`src/hdl/afr_pkg.sv`:
```
package afr_pkg;

  // Command table size (up to 4 entries take part in matching; a zero code never matches)
  localparam int NUM_COMMANDS = 4;
  localparam int CODE_W       = 24;
  localparam int CFG_IDX_W    = 3;

  // Configuration register indexes
  localparam logic [CFG_IDX_W-1:0] REG_CODE_0  = 3'd0;
  localparam logic [CFG_IDX_W-1:0] REG_MAX_LEN = 3'd4;

  // Parse phases
  localparam logic [3:0] PH_TYPE   = 4'd0;
  localparam logic [3:0] PH_CMD    = 4'd1;
  localparam logic [3:0] PH_COLON1 = 4'd2;
  localparam logic [3:0] PH_LEN    = 4'd3;
  localparam logic [3:0] PH_COLON2 = 4'd4;
  localparam logic [3:0] PH_DBIN   = 4'd5;
  localparam logic [3:0] PH_DASC   = 4'd6;
  localparam logic [3:0] PH_DESC   = 4'd7;
  localparam logic [3:0] PH_COLON3 = 4'd8;
  localparam logic [3:0] PH_CSUM   = 4'd9;
  localparam logic [3:0] PH_DONE   = 4'd10;
  localparam logic [3:0] PH_ERROR  = 4'd11;

  // Event kinds
  localparam logic [1:0] EV_DATA = 2'd0;
  localparam logic [1:0] EV_OK   = 2'd1;
  localparam logic [1:0] EV_FAIL = 2'd2;

  // Message types
  localparam logic [2:0] MT_NONE     = 3'd0;
  localparam logic [2:0] MT_REQUEST  = 3'd1;
  localparam logic [2:0] MT_RESPONSE = 3'd2;
  localparam logic [2:0] MT_ERROR    = 3'd3;
  localparam logic [2:0] MT_UPDATE   = 3'd4;

  localparam logic [2:0] CMD_NO_MATCH = 3'd4;

  // Characters
  localparam logic [7:0] CH_LF        = 8'h0A;
  localparam logic [7:0] CH_CR        = 8'h0D;
  localparam logic [7:0] CH_REQUEST   = 8'h3E;  // '>'
  localparam logic [7:0] CH_RESPONSE  = 8'h3C;  // '<'
  localparam logic [7:0] CH_ERROR     = 8'h21;  // '!'
  localparam logic [7:0] CH_UPDATE    = 8'h23;  // '#'
  localparam logic [7:0] CH_COLON     = 8'h3A;
  localparam logic [7:0] CH_QUOTE     = 8'h22;
  localparam logic [7:0] CH_BACKSLASH = 8'h5C;
  localparam logic [7:0] MAX_LEN_RST  = 8'hFF;

  typedef logic [CODE_W-1:0] code_t;

  typedef struct packed {
    logic [1:0] event_kind;
    logic [2:0] message_type;
    logic [2:0] command_index;
    logic [7:0] data_value;
    logic [7:0] data_offset;
    logic       last_data;
  } event_t;

  // Bit 4: character is a hex digit; bits 3:0: its value
  function automatic logic [4:0] hex_decode(input logic [7:0] c);
    logic [4:0] r;
    r = 5'd0;
    if (c >= 8'h30 && c <= 8'h39) begin
      r = {1'b1, 4'(c - 8'h30)};
    end else if (c >= 8'h61 && c <= 8'h66) begin
      r = {1'b1, 4'(c - 8'h57)};
    end else if (c >= 8'h41 && c <= 8'h46) begin
      r = {1'b1, 4'(c - 8'h37)};
    end
    return r;
  endfunction

endpackage

```
`src/hdl/afr_channels.sv`:
```
interface afr_char_if;
  logic       valid;
  logic       ready;
  logic [7:0] rx_char;
  modport source (output valid, output rx_char, input ready);
  modport sink (input valid, input rx_char, output ready);
endinterface

interface afr_event_if;
  logic       valid;
  logic       ready;
  logic [1:0] event_kind;
  logic [2:0] message_type;
  logic [2:0] command_index;
  logic [7:0] data_value;
  logic [7:0] data_offset;
  logic       last_data;
  modport source (output valid, output event_kind, output message_type,
                  output command_index, output data_value, output data_offset,
                  output last_data, input ready);
  modport sink (input valid, input event_kind, input message_type,
                input command_index, input data_value, input data_offset,
                input last_data, output ready);
endinterface

interface afr_cfg_if;
  logic                            valid;
  logic                            ready;
  logic [afr_pkg::CFG_IDX_W-1:0]   reg_index;
  logic [afr_pkg::CODE_W-1:0]      wr_data;
  modport source (output valid, output reg_index, output wr_data, input ready);
  modport sink (input valid, input reg_index, input wr_data, output ready);
endinterface

```
`src/hdl/ascii_frame_receiver.sv`:
```
// Channel   Dir  Payload                                             Handshake
// in_chan   in   rx_char                                             valid/ready
// out_chan  out  event_kind message_type command_index data_value
//                data_offset last_data                               valid/ready
// cfg_chan  in   reg_index wr_data                                   valid/ready
//
// One character per cycle while the output buffer has a free slot: each request is parsed in the cycle it is accepted,
// its result (if any) lands in a two-entry output buffer the next cycle.
// in_chan.ready drops only while both buffer entries hold results; cfg_chan is
// always ready. Synchronous active-low reset returns the parser to the type
// mark phase, clears the command codes and sets the maximum length to 255.
module ascii_frame_receiver (
  input  logic        clk,
  input  logic        rst_n,
  afr_cfg_if.sink     cfg_chan,
  afr_char_if.sink    in_chan,
  afr_event_if.source out_chan
);

  afr_pkg::code_t  codes_r [afr_pkg::NUM_COMMANDS];
  logic [7:0]      max_len_r;

  logic            step;
  logic            buf_full;
  logic            res_valid;
  afr_pkg::event_t res;

  // Configuration writes land directly; indexes past the list are dropped.
  assign cfg_chan.ready = 1'b1;

  always_ff @(posedge clk) begin
    if (!rst_n) begin
      for (int i = 0; i < afr_pkg::NUM_COMMANDS; i++) begin
        codes_r[i] <= '0;
      end
      max_len_r <= afr_pkg::MAX_LEN_RST;
    end else if (cfg_chan.valid) begin
      for (int i = 0; i < afr_pkg::NUM_COMMANDS; i++) begin
        if (cfg_chan.reg_index == afr_pkg::REG_CODE_0 + afr_pkg::CFG_IDX_W'(i)) begin
          codes_r[i] <= cfg_chan.wr_data;
        end
      end
      if (cfg_chan.reg_index == afr_pkg::REG_MAX_LEN) begin
        max_len_r <= cfg_chan.wr_data[7:0];
      end
    end
  end

  // Accept a character whenever the output buffer has a free slot.
  assign in_chan.ready = !buf_full;
  assign step          = in_chan.valid && in_chan.ready;

  afr_parser u_parser (
    .clk       (clk),
    .rst_n     (rst_n),
    .step      (step),
    .rx_char   (in_chan.rx_char),
    .codes     (codes_r),
    .max_len   (max_len_r),
    .res_valid (res_valid),
    .res       (res)
  );

  // Hold results here so the parser keeps running while the sink stalls.
  afr_out_buf u_out_buf (
    .clk       (clk),
    .rst_n     (rst_n),
    .push      (step && res_valid),
    .push_data (res),
    .full      (buf_full),
    .out_chan  (out_chan)
  );

endmodule

```
`src/hdl/afr_parser.sv`:
```
module afr_parser (
  input  logic                clk,
  input  logic                rst_n,
  input  logic                step,
  input  logic [7:0]          rx_char,
  input  afr_pkg::code_t      codes [afr_pkg::NUM_COMMANDS],
  input  logic [7:0]          max_len,
  output logic                res_valid,
  output afr_pkg::event_t     res
);

  logic [3:0]  phase_r, phase_nxt;
  logic [2:0]  held_type_r, held_type_nxt;
  logic [2:0]  held_cmd_r, held_cmd_nxt;
  logic [1:0]  char_count_r, char_count_nxt;
  logic [23:0] cmd_chars_r, cmd_chars_nxt;
  logic [3:0]  high_nib_r, high_nib_nxt;
  logic [7:0]  ann_len_r, ann_len_nxt;
  logic [7:0]  bytes_r, bytes_nxt;

  logic [4:0]  hexd;
  logic        pair_done;
  logic [7:0]  hex_byte;
  logic [8:0]  off_inc;
  logic        more_data;
  logic        fail_emits;
  logic [23:0] cmd_cand;

  always_comb begin
    hexd       = afr_pkg::hex_decode(rx_char);
    pair_done  = (char_count_r == 2'd1);
    hex_byte   = {high_nib_r, hexd[3:0]};
    off_inc    = {1'b0, bytes_r} + 9'd1;
    more_data  = (bytes_r < ann_len_r);
    fail_emits = (phase_r >= afr_pkg::PH_COLON2) && (phase_r <= afr_pkg::PH_DONE);
    cmd_cand   = {cmd_chars_r[15:0], rx_char};

    phase_nxt      = phase_r;
    held_type_nxt  = held_type_r;
    held_cmd_nxt   = held_cmd_r;
    char_count_nxt = char_count_r;
    cmd_chars_nxt  = cmd_chars_r;
    high_nib_nxt   = high_nib_r;
    ann_len_nxt    = ann_len_r;
    bytes_nxt      = bytes_r;

    res_valid         = 1'b0;
    res.event_kind    = afr_pkg::EV_FAIL;
    res.message_type  = held_type_r;
    res.command_index = held_cmd_r;
    res.data_value    = 8'd0;
    res.data_offset   = 8'd0;
    res.last_data     = 1'b0;

    if (rx_char == afr_pkg::CH_LF || rx_char == afr_pkg::CH_CR) begin
      res_valid      = 1'b1;
      res.event_kind = (phase_r == afr_pkg::PH_DONE) ? afr_pkg::EV_OK : afr_pkg::EV_FAIL;
      phase_nxt      = afr_pkg::PH_TYPE;
      char_count_nxt = 2'd0;
    end else begin
      unique case (phase_r) inside
        afr_pkg::PH_TYPE: begin
          unique case (rx_char)
            afr_pkg::CH_REQUEST:  held_type_nxt = afr_pkg::MT_REQUEST;
            afr_pkg::CH_RESPONSE: held_type_nxt = afr_pkg::MT_RESPONSE;
            afr_pkg::CH_ERROR:    held_type_nxt = afr_pkg::MT_ERROR;
            afr_pkg::CH_UPDATE:   held_type_nxt = afr_pkg::MT_UPDATE;
            default:              held_type_nxt = afr_pkg::MT_NONE;
          endcase
          phase_nxt = (held_type_nxt != afr_pkg::MT_NONE) ? afr_pkg::PH_CMD
                                                          : afr_pkg::PH_ERROR;
        end
        afr_pkg::PH_COLON1, afr_pkg::PH_COLON2, afr_pkg::PH_COLON3: begin
          if (rx_char == afr_pkg::CH_COLON) begin
            phase_nxt = phase_r + 4'd1;
          end else begin
            res_valid = fail_emits;
            phase_nxt = afr_pkg::PH_ERROR;
          end
        end
        afr_pkg::PH_CMD: begin
          cmd_chars_nxt  = cmd_cand;
          char_count_nxt = char_count_r + 2'd1;
          if (char_count_nxt == 2'd3) begin
            // lowest matching index wins; a zero code never matches
            held_cmd_nxt = afr_pkg::CMD_NO_MATCH;
            for (int i = afr_pkg::NUM_COMMANDS - 1; i >= 0; i--) begin
              if (codes[i] != '0 && codes[i] == cmd_cand) begin
                held_cmd_nxt = 3'(i);
              end
            end
            phase_nxt = (held_cmd_nxt != afr_pkg::CMD_NO_MATCH) ? afr_pkg::PH_COLON1
                                                                : afr_pkg::PH_ERROR;
          end
        end
        afr_pkg::PH_LEN: begin
          if (!hexd[4]) begin
            phase_nxt = afr_pkg::PH_ERROR;
          end else if (pair_done) begin
            char_count_nxt = 2'd2;
            ann_len_nxt    = hex_byte;
            bytes_nxt      = 8'd0;
            phase_nxt      = (hex_byte <= max_len) ? afr_pkg::PH_COLON2
                                                   : afr_pkg::PH_ERROR;
          end else begin
            char_count_nxt = 2'd1;
            high_nib_nxt   = hexd[3:0];
          end
        end
        afr_pkg::PH_DBIN: begin
          if (rx_char == afr_pkg::CH_QUOTE) begin
            phase_nxt = afr_pkg::PH_DASC;
          end else if (more_data) begin
            if (!hexd[4]) begin
              res_valid = 1'b1;
              phase_nxt = afr_pkg::PH_ERROR;
            end else if (pair_done) begin
              char_count_nxt    = 2'd2;
              res_valid         = 1'b1;
              res.event_kind    = afr_pkg::EV_DATA;
              res.data_value    = hex_byte;
              res.data_offset   = bytes_r;
              res.last_data     = (off_inc >= {1'b0, ann_len_r});
              bytes_nxt         = off_inc[7:0];
              if (bytes_nxt >= ann_len_r) begin
                phase_nxt = afr_pkg::PH_COLON3;
              end
            end else begin
              char_count_nxt = 2'd1;
              high_nib_nxt   = hexd[3:0];
            end
          end else if (rx_char == afr_pkg::CH_COLON) begin
            phase_nxt = afr_pkg::PH_CSUM;
          end else begin
            res_valid = 1'b1;
            phase_nxt = afr_pkg::PH_ERROR;
          end
        end
        afr_pkg::PH_DASC: begin
          if (rx_char == afr_pkg::CH_QUOTE) begin
            phase_nxt = more_data ? afr_pkg::PH_DBIN : afr_pkg::PH_COLON3;
          end else if (more_data) begin
            if (rx_char == afr_pkg::CH_BACKSLASH) begin
              phase_nxt = afr_pkg::PH_DESC;
            end else begin
              res_valid       = 1'b1;
              res.event_kind  = afr_pkg::EV_DATA;
              res.data_value  = rx_char;
              res.data_offset = bytes_r;
              res.last_data   = (off_inc >= {1'b0, ann_len_r});
              bytes_nxt       = off_inc[7:0];
            end
          end else begin
            res_valid = 1'b1;
            phase_nxt = afr_pkg::PH_ERROR;
          end
        end
        afr_pkg::PH_DESC: begin
          res_valid       = 1'b1;
          res.event_kind  = afr_pkg::EV_DATA;
          res.data_value  = rx_char;
          res.data_offset = bytes_r;
          res.last_data   = (off_inc >= {1'b0, ann_len_r});
          bytes_nxt       = off_inc[7:0];
          phase_nxt       = (bytes_nxt >= ann_len_r) ? afr_pkg::PH_COLON3
                                                     : afr_pkg::PH_DASC;
        end
        afr_pkg::PH_CSUM: begin
          if (!hexd[4]) begin
            res_valid = 1'b1;
            phase_nxt = afr_pkg::PH_ERROR;
          end else if (pair_done) begin
            char_count_nxt = 2'd2;
            phase_nxt      = afr_pkg::PH_DONE;
          end else begin
            char_count_nxt = 2'd1;
            high_nib_nxt   = hexd[3:0];
          end
        end
        default: begin
          // done and error: drop everything up to the line end
        end
      endcase
    end
  end

  always_ff @(posedge clk) begin
    if (!rst_n) begin
      phase_r      <= afr_pkg::PH_TYPE;
      held_type_r  <= afr_pkg::MT_NONE;
      held_cmd_r   <= 3'd0;
      char_count_r <= 2'd0;
      ann_len_r    <= 8'd0;
      bytes_r      <= 8'd0;
    end else if (step) begin
      phase_r      <= phase_nxt;
      held_type_r  <= held_type_nxt;
      held_cmd_r   <= held_cmd_nxt;
      char_count_r <= char_count_nxt;
      ann_len_r    <= ann_len_nxt;
      bytes_r      <= bytes_nxt;
    end
  end

  always_ff @(posedge clk) begin
    if (step) begin
      cmd_chars_r <= cmd_chars_nxt;
      high_nib_r  <= high_nib_nxt;
    end
  end

endmodule

```
`src/hdl/afr_out_buf.sv`:
```
module afr_out_buf (
  input  logic                clk,
  input  logic                rst_n,
  input  logic                push,
  input  afr_pkg::event_t     push_data,
  output logic                full,
  afr_event_if.source         out_chan
);

  afr_pkg::event_t head_r, skid_r;
  logic            head_vld_r, skid_vld_r;
  logic            pop;

  assign pop  = head_vld_r && out_chan.ready;
  assign full = skid_vld_r;

  assign out_chan.valid         = head_vld_r;
  assign out_chan.event_kind    = head_r.event_kind;
  assign out_chan.message_type  = head_r.message_type;
  assign out_chan.command_index = head_r.command_index;
  assign out_chan.data_value    = head_r.data_value;
  assign out_chan.data_offset   = head_r.data_offset;
  assign out_chan.last_data     = head_r.last_data;

  always_ff @(posedge clk) begin
    if (!rst_n) begin
      head_vld_r <= 1'b0;
      skid_vld_r <= 1'b0;
    end else if (pop) begin
      if (skid_vld_r) begin
        head_r     <= skid_r;
        skid_vld_r <= 1'b0;
      end else if (push) begin
        head_r <= push_data;
      end else begin
        head_vld_r <= 1'b0;
      end
    end else if (push) begin
      if (head_vld_r) begin
        skid_r     <= push_data;
        skid_vld_r <= 1'b1;
      end else begin
        head_r     <= push_data;
        head_vld_r <= 1'b1;
      end
    end
  end

endmodule
```
`src/flat_wrapper.sv`:
```
// flat-port wrapper written by rule: the top's interface ports become plain ports
module ascii_frame_receiver_flat 
  (clk, rst_n, cfg_chan_valid, cfg_chan_reg_index, cfg_chan_wr_data, cfg_chan_ready, in_chan_valid, in_chan_rx_char, in_chan_ready, out_chan_valid, out_chan_event_kind, out_chan_message_type, out_chan_command_index, out_chan_data_value, out_chan_data_offset, out_chan_last_data, out_chan_ready);
  afr_cfg_if cfg_chan_i ();
  afr_char_if in_chan_i ();
  afr_event_if out_chan_i ();
  input  logic clk;
  input  logic rst_n;
  input wire logic [$bits(cfg_chan_i.valid)-1:0] cfg_chan_valid;
  input wire logic [$bits(cfg_chan_i.reg_index)-1:0] cfg_chan_reg_index;
  input wire logic [$bits(cfg_chan_i.wr_data)-1:0] cfg_chan_wr_data;
  output wire logic [$bits(cfg_chan_i.ready)-1:0] cfg_chan_ready;
  input wire logic [$bits(in_chan_i.valid)-1:0] in_chan_valid;
  input wire logic [$bits(in_chan_i.rx_char)-1:0] in_chan_rx_char;
  output wire logic [$bits(in_chan_i.ready)-1:0] in_chan_ready;
  output wire logic [$bits(out_chan_i.valid)-1:0] out_chan_valid;
  output wire logic [$bits(out_chan_i.event_kind)-1:0] out_chan_event_kind;
  output wire logic [$bits(out_chan_i.message_type)-1:0] out_chan_message_type;
  output wire logic [$bits(out_chan_i.command_index)-1:0] out_chan_command_index;
  output wire logic [$bits(out_chan_i.data_value)-1:0] out_chan_data_value;
  output wire logic [$bits(out_chan_i.data_offset)-1:0] out_chan_data_offset;
  output wire logic [$bits(out_chan_i.last_data)-1:0] out_chan_last_data;
  input wire logic [$bits(out_chan_i.ready)-1:0] out_chan_ready;
  assign cfg_chan_i.valid = cfg_chan_valid;
  assign cfg_chan_i.reg_index = cfg_chan_reg_index;
  assign cfg_chan_i.wr_data = cfg_chan_wr_data;
  assign cfg_chan_ready = cfg_chan_i.ready;
  assign in_chan_i.valid = in_chan_valid;
  assign in_chan_i.rx_char = in_chan_rx_char;
  assign in_chan_ready = in_chan_i.ready;
  assign out_chan_valid = out_chan_i.valid;
  assign out_chan_event_kind = out_chan_i.event_kind;
  assign out_chan_message_type = out_chan_i.message_type;
  assign out_chan_command_index = out_chan_i.command_index;
  assign out_chan_data_value = out_chan_i.data_value;
  assign out_chan_data_offset = out_chan_i.data_offset;
  assign out_chan_last_data = out_chan_i.last_data;
  assign out_chan_i.ready = out_chan_ready;
  ascii_frame_receiver u_core (.clk(clk), .rst_n(rst_n), .cfg_chan(cfg_chan_i), .in_chan(in_chan_i), .out_chan(out_chan_i));
endmodule
```
`config.mk`:
```
export PLATFORM = sky130hd
export DESIGN_NAME = ascii_frame_receiver_flat
export DESIGN_NICKNAME = d
export VERILOG_FILES = /design/src/hdl/afr_pkg.sv /design/src/hdl/afr_channels.sv /design/src/hdl/ascii_frame_receiver.sv /design/src/hdl/afr_parser.sv /design/src/hdl/afr_out_buf.sv /design/src/flat_wrapper.sv
export SDC_FILE = /design/constraint.sdc
export NUM_CORES = 1
export LEC_CHECK = 0
export ABC_AREA = 0
export BUFFER_PORTS_ARGS = -buffer_cell sky130_fd_sc_hd__buf_2
export CAP_MARGIN = 20
export CORE_MARGIN = 4
export CORE_UTILIZATION = 55
export CTS_CLUSTER_DIAMETER = 50
export DETAILED_ROUTE_END_ITERATION = 6
export GPL_TIMING_DRIVEN = 0
export HOLD_SLACK_MARGIN = 0.15
export PLACE_DENSITY_LB_ADDON = 0.05
export SKIP_CTS_REPAIR_TIMING = 1
export SLEW_MARGIN = 10
export SYNTH_ARGS = -nofsm -noshare
export SYNTH_HDL_FRONTEND = slang
export SYNTH_HIERARCHICAL = 1
export SYNTH_SLANG_ARGS = --single-unit
```
`constraint.sdc`:
```
create_clock -name clk -period 7.4 [get_ports clk]
set_input_delay 1.48 -clock clk [delete_from_list [all_inputs] [get_ports clk]]
set_output_delay 1.48 -clock clk [all_outputs]
set_load 0.02 [all_outputs]
```
==> impl_metrics.py <==
metrics = {
    "sta": {
        "drv_slew": 0,
        "worstMarginPinSlew_ns": 0.999,
        "fin_setup_tns_ns": 0,
        "slew_headroom_pct": 32.4,
        "fin_ws_ns": 2.13,
        "timing.hold.ws_ns": 0.461,
        "max_clock_freq_mhz": 190,
        "setup_viol": 0,
        "clock_skew_ns": 0.0287,
        "finalWorstPathRequiredPeriod_ns": 5.27,
        "number_of_endpoints_with_negative_hold_slack_in_the_final_report": 0,
        "setup_repair_after_global_routing_missed_its_margin": "no",
        "final.period_utilization_pct": 71.2,
    },
    "power_and_ir_drop": {
        "static-leakage-power_nw": 5.26,
        "design_power_total_w": 0.00291,
        "power.share.sequential_pct": 42.9,
        "intPower_w": 0.00212,
        "power-per-cell-area_nw_per_um2": 233,
        "power_frac_comb_pct": 13.2,
        "worst_ir_drop_vdd_uv": 163,
        "switchingPower_w": 0.000792,
        "share_clk_of_total_power_pct": 43.9,
        "netSwitchingFraction_pct": 27.2,
    },
    "placed_design": {
        "port_buffers": 66,
        "pre_cts_slack_ns": 1.67,
        "hpwl_mm": 22.3,
        "finalWeightedCongestion": 0.949,
    },
    "synthesis": {
        "async_reset_ff_share_pct": 0,
        "yosys.cell_types.count": 74,
        "syn_area_per_cell_um2": 10.3,
        "synth.top_cell.area_share_pct": 24.6,
        "synth.largest_area_cell": "sky130_fd_sc_hd__dfxtp_1",
        "synth_seq_area_share_pct": 43.9,
        "cell_area_synth_um2": 10900,
        "synth-main-ff-cell": "sky130_fd_sc_hd__dfxtp_1",
        "ys_ff_latch": 204,
        "yosys_warnings": 6,
        "number_of_synthesized_flops_with_an_enable_pin": 70,
        "ys_top_cells_by_area": "sky130_fd_sc_hd__dfxtp_1 (25%), sky130_fd_sc_hd__edfxtp_1 (19%), sky130_fd_sc_hd__mux2i_1 (10%), sky130_fd_sc_hd__xor2_1 (7.9%), sky130_fd_sc_hd__nand2_1 (5.4%)",
        "synth_cells": 1057,
        "syn-num-nets": 1132,
    },
    "worst_setup_path": {
        "crit_slowest_cell": "sky130_fd_sc_hd__or3b_2",
        "worst_ep_arrival_time_ns": 5.65,
        "critPathCaptureType": "register",
        "critPathRequiredTime_ns": 7.78,
        "start_kind": "input pin",
        "rr_worst_depth": 14,
        "crit_chain": "buf_2, clkbuf_1, inv_1, ha_1, or3b_2, and3_1, buf_2, nor2_1, nor2_1, ha_1, nand4_1, or2_2, o2111ai_1, nand4b_1, nor4_1, o32ai_1",
        "worst-setup-path-type": "in2reg",
        "crit_path_max_incr_delay_ns": 0.50,
        "largest_fanout_on_the_critical_path": 8,
    },
    "clocking": {
        "tritoncts": "done",
        "worstSkewPairLatency_ns": 0.54,
        "cts_made_buffers": 26,
        "cts_sinks": 204,
        "cts-root-to-sink-buffers": 3,
        "cts.reportedPaths.clkPinSlew_ns": 0.05,
        "clock_tree.htree_level_count": 1,
        "clk_root_buffer_cell": "sky130_fd_sc_hd__clkbuf_16",
    },
    "global_route": {
        "overflow": 0,
        "vias_in_the_first_global_route": 7859,
        "grt_max_degree": 20,
        "track_usage_pct": 26.1,
        "number_of_antenna_violations_at_the_first_check_in_global_routing": 1,
        "grt_pass1_wl_mm": 44.9,
    },
    "floorplan": {
        "fp-row-count": 51,
        "io_pins": 68,
        "floorplan.die.width_um": 149,
        "initial_core_util_pct": 55.9,
        "design.core.area_um2": 19500,
        "fp.dieArea_um2": 22100,
        "die_h_um": 149,
    },
    "outcome": {
        "status": "completed",
    },
    "run": {
        "cap_violations": 0,
    },
    "cells_and_area": {
        "area_growth_pct": 14.6,
        "mostFrequentLayoutCell": "sky130_fd_sc_hd__nand2_1",
        "postLayoutCoreUtil_pct": 64.1,
        "drive_above_1_share_pct": 16.3,
        "layout.cells.most_common_list": "sky130_fd_sc_hd__nand2_1 (156), sky130_fd_sc_hd__dfxtp_1 (134), sky130_fd_sc_hd__mux2i_1 (114)",
        "final_nets": 1229,
    },
    "route": {
        "num_vias": 8303,
        "wl_final_mm": 29.3,
        "drt-initial-drc-count": 747,
        "ant_nets": 0,
        "drc_errors": 0,
        "vias_per_cell": 5.77,
        "dr_wl_cell_um": 20.4,
        "detailedRoute.firstPassIterationCount": 5,
    },
    "worst_hold_path": {
        "worst_hold_path_type": "reg2reg",
        "hold_depth": 0,
    },
}
-- through the flow --
stage / cell area, um2 / instances
2_1_floorplan: 10900 / 1057
6_report: 12500 / 1438
5_1_grt: 12500 / 1438
3_3_place_gp: 11500 / 1388
3_5_place_dp: 11600 / 1391
4_1_cts: 12500 / 1437
-- final cells by class --
class | count | area, um2
Fill cell | 1642 | 6980
Sequential cell | 204 | 4780
Timing Repair Buffer | 69 | 364
Tap cell | 265 | 332
Inverter | 36 | 135
Buffer | 50 | 357
Multi-Input combinational cell | 767 | 5620
Clock inverter | 15 | 191
Clock buffer | 31 | 691
Antenna cell | 1 | 2.50
-- registers in the layout (all words and copies together), names as in the netlist --
name,count
u_core/codes_r,96
u_core/u_out_buf/skid_r,25
u_core/u_parser/cmd_chars_r,16
u_core/max_len_r,8
u_core/u_out_buf/out_chan.data_offset,8
u_core/u_out_buf/out_chan.data_value,8
u_core/u_parser/ann_len_r,8
u_core/u_parser/bytes_r,8
u_core/u_parser/high_nib_r,4
u_core/u_parser/phase_r,4
u_core/u_out_buf/out_chan.command_index,3
u_core/u_out_buf/out_chan.message_type,3
u_core/u_parser/held_cmd_r,3
u_core/u_parser/held_type_r,3
u_core/u_out_buf/out_chan.event_kind,2
u_core/u_parser/char_count_r,2
u_core/u_out_buf/full,1
u_core/u_out_buf/out_chan.last_data,1
u_core/u_out_buf/out_chan.valid,1
-- power by group through the flow --
stage / Clock, W / Combinational, W / Sequential (W)
2_1_floorplan: 0 / 0.000261 / 0.00126
3_3_place_gp: 0 / 0.000374 / 0.00127
3_5_place_dp: 0 / 0.000372 / 0.00127
4_1_cts: 0.00130 / 0.000375 / 0.00125
5_1_grt: 0.00136 / 0.000417 / 0.00125
6_report: 0.00128 / 0.000385 / 0.00125
-- final timing paths --
check | from | end | slack, ns
hold reg to reg | u_core/u_parser/held_type_r[1] | u_core/u_out_buf/skid_r[21] | 0.46
hold / removal | u_core/u_parser/held_type_r[1] | u_core/u_out_buf/skid_r[21] | 0.46
setup / recovery | in_chan_rx_char[1] | u_core/u_parser/phase_r[0] | 2.13
setup reg to reg | u_core/u_parser/bytes_r[0] | u_core/u_out_buf/skid_r[10] | 3.72
-- synth_stat cells (all sizes together), types with 9 or more instances --
cell / count
buf: 32
ha: 35
nor4: 55
a22oi: 9
and2: 15
mux2i: 114
nor3: 12
nand4: 13
xor2: 98
inv: 35
nor2b: 22
o21ai: 17
nor2: 44
mux2: 30
clkbuf: 18
dfxtp: 134
nand2: 156
a21oi: 25
edfxtp: 70
nand3: 14
-- routing by layer --
metal,track usage [%],vias to the layer above,wire (um)
li1,-,3987,-
met1,41.8,3962,14500
met2,36.4,315,11900
met3,4.17,39,2300
met4,6.84,0,549
met5,0,-,0
-- worst max-delay path, delay by kind of cell --
| kind | cells | cell delay [ns] |
|---|---|---|
| AO/OA/AOI/OAI | 2 | 0.27 |
| adder cells (fa/ha/maj) | 2 | 0.61 |
| buffers and inverters | 4 | 0.90 |
| AND/OR/NAND/NOR | 8 | 2.39 |
-- kinds of logic after synthesis --
group           synth area share, %
simple gates                   17.4
fa+ha+maj                      4.02
flops                          43.9
buf+inv                        4.52
mux                            14.4
compound gates                 7.47
xor+xnor                       8.29
other cells                  0.0344
No activity file was read; power rests on OpenSTA's default activity.
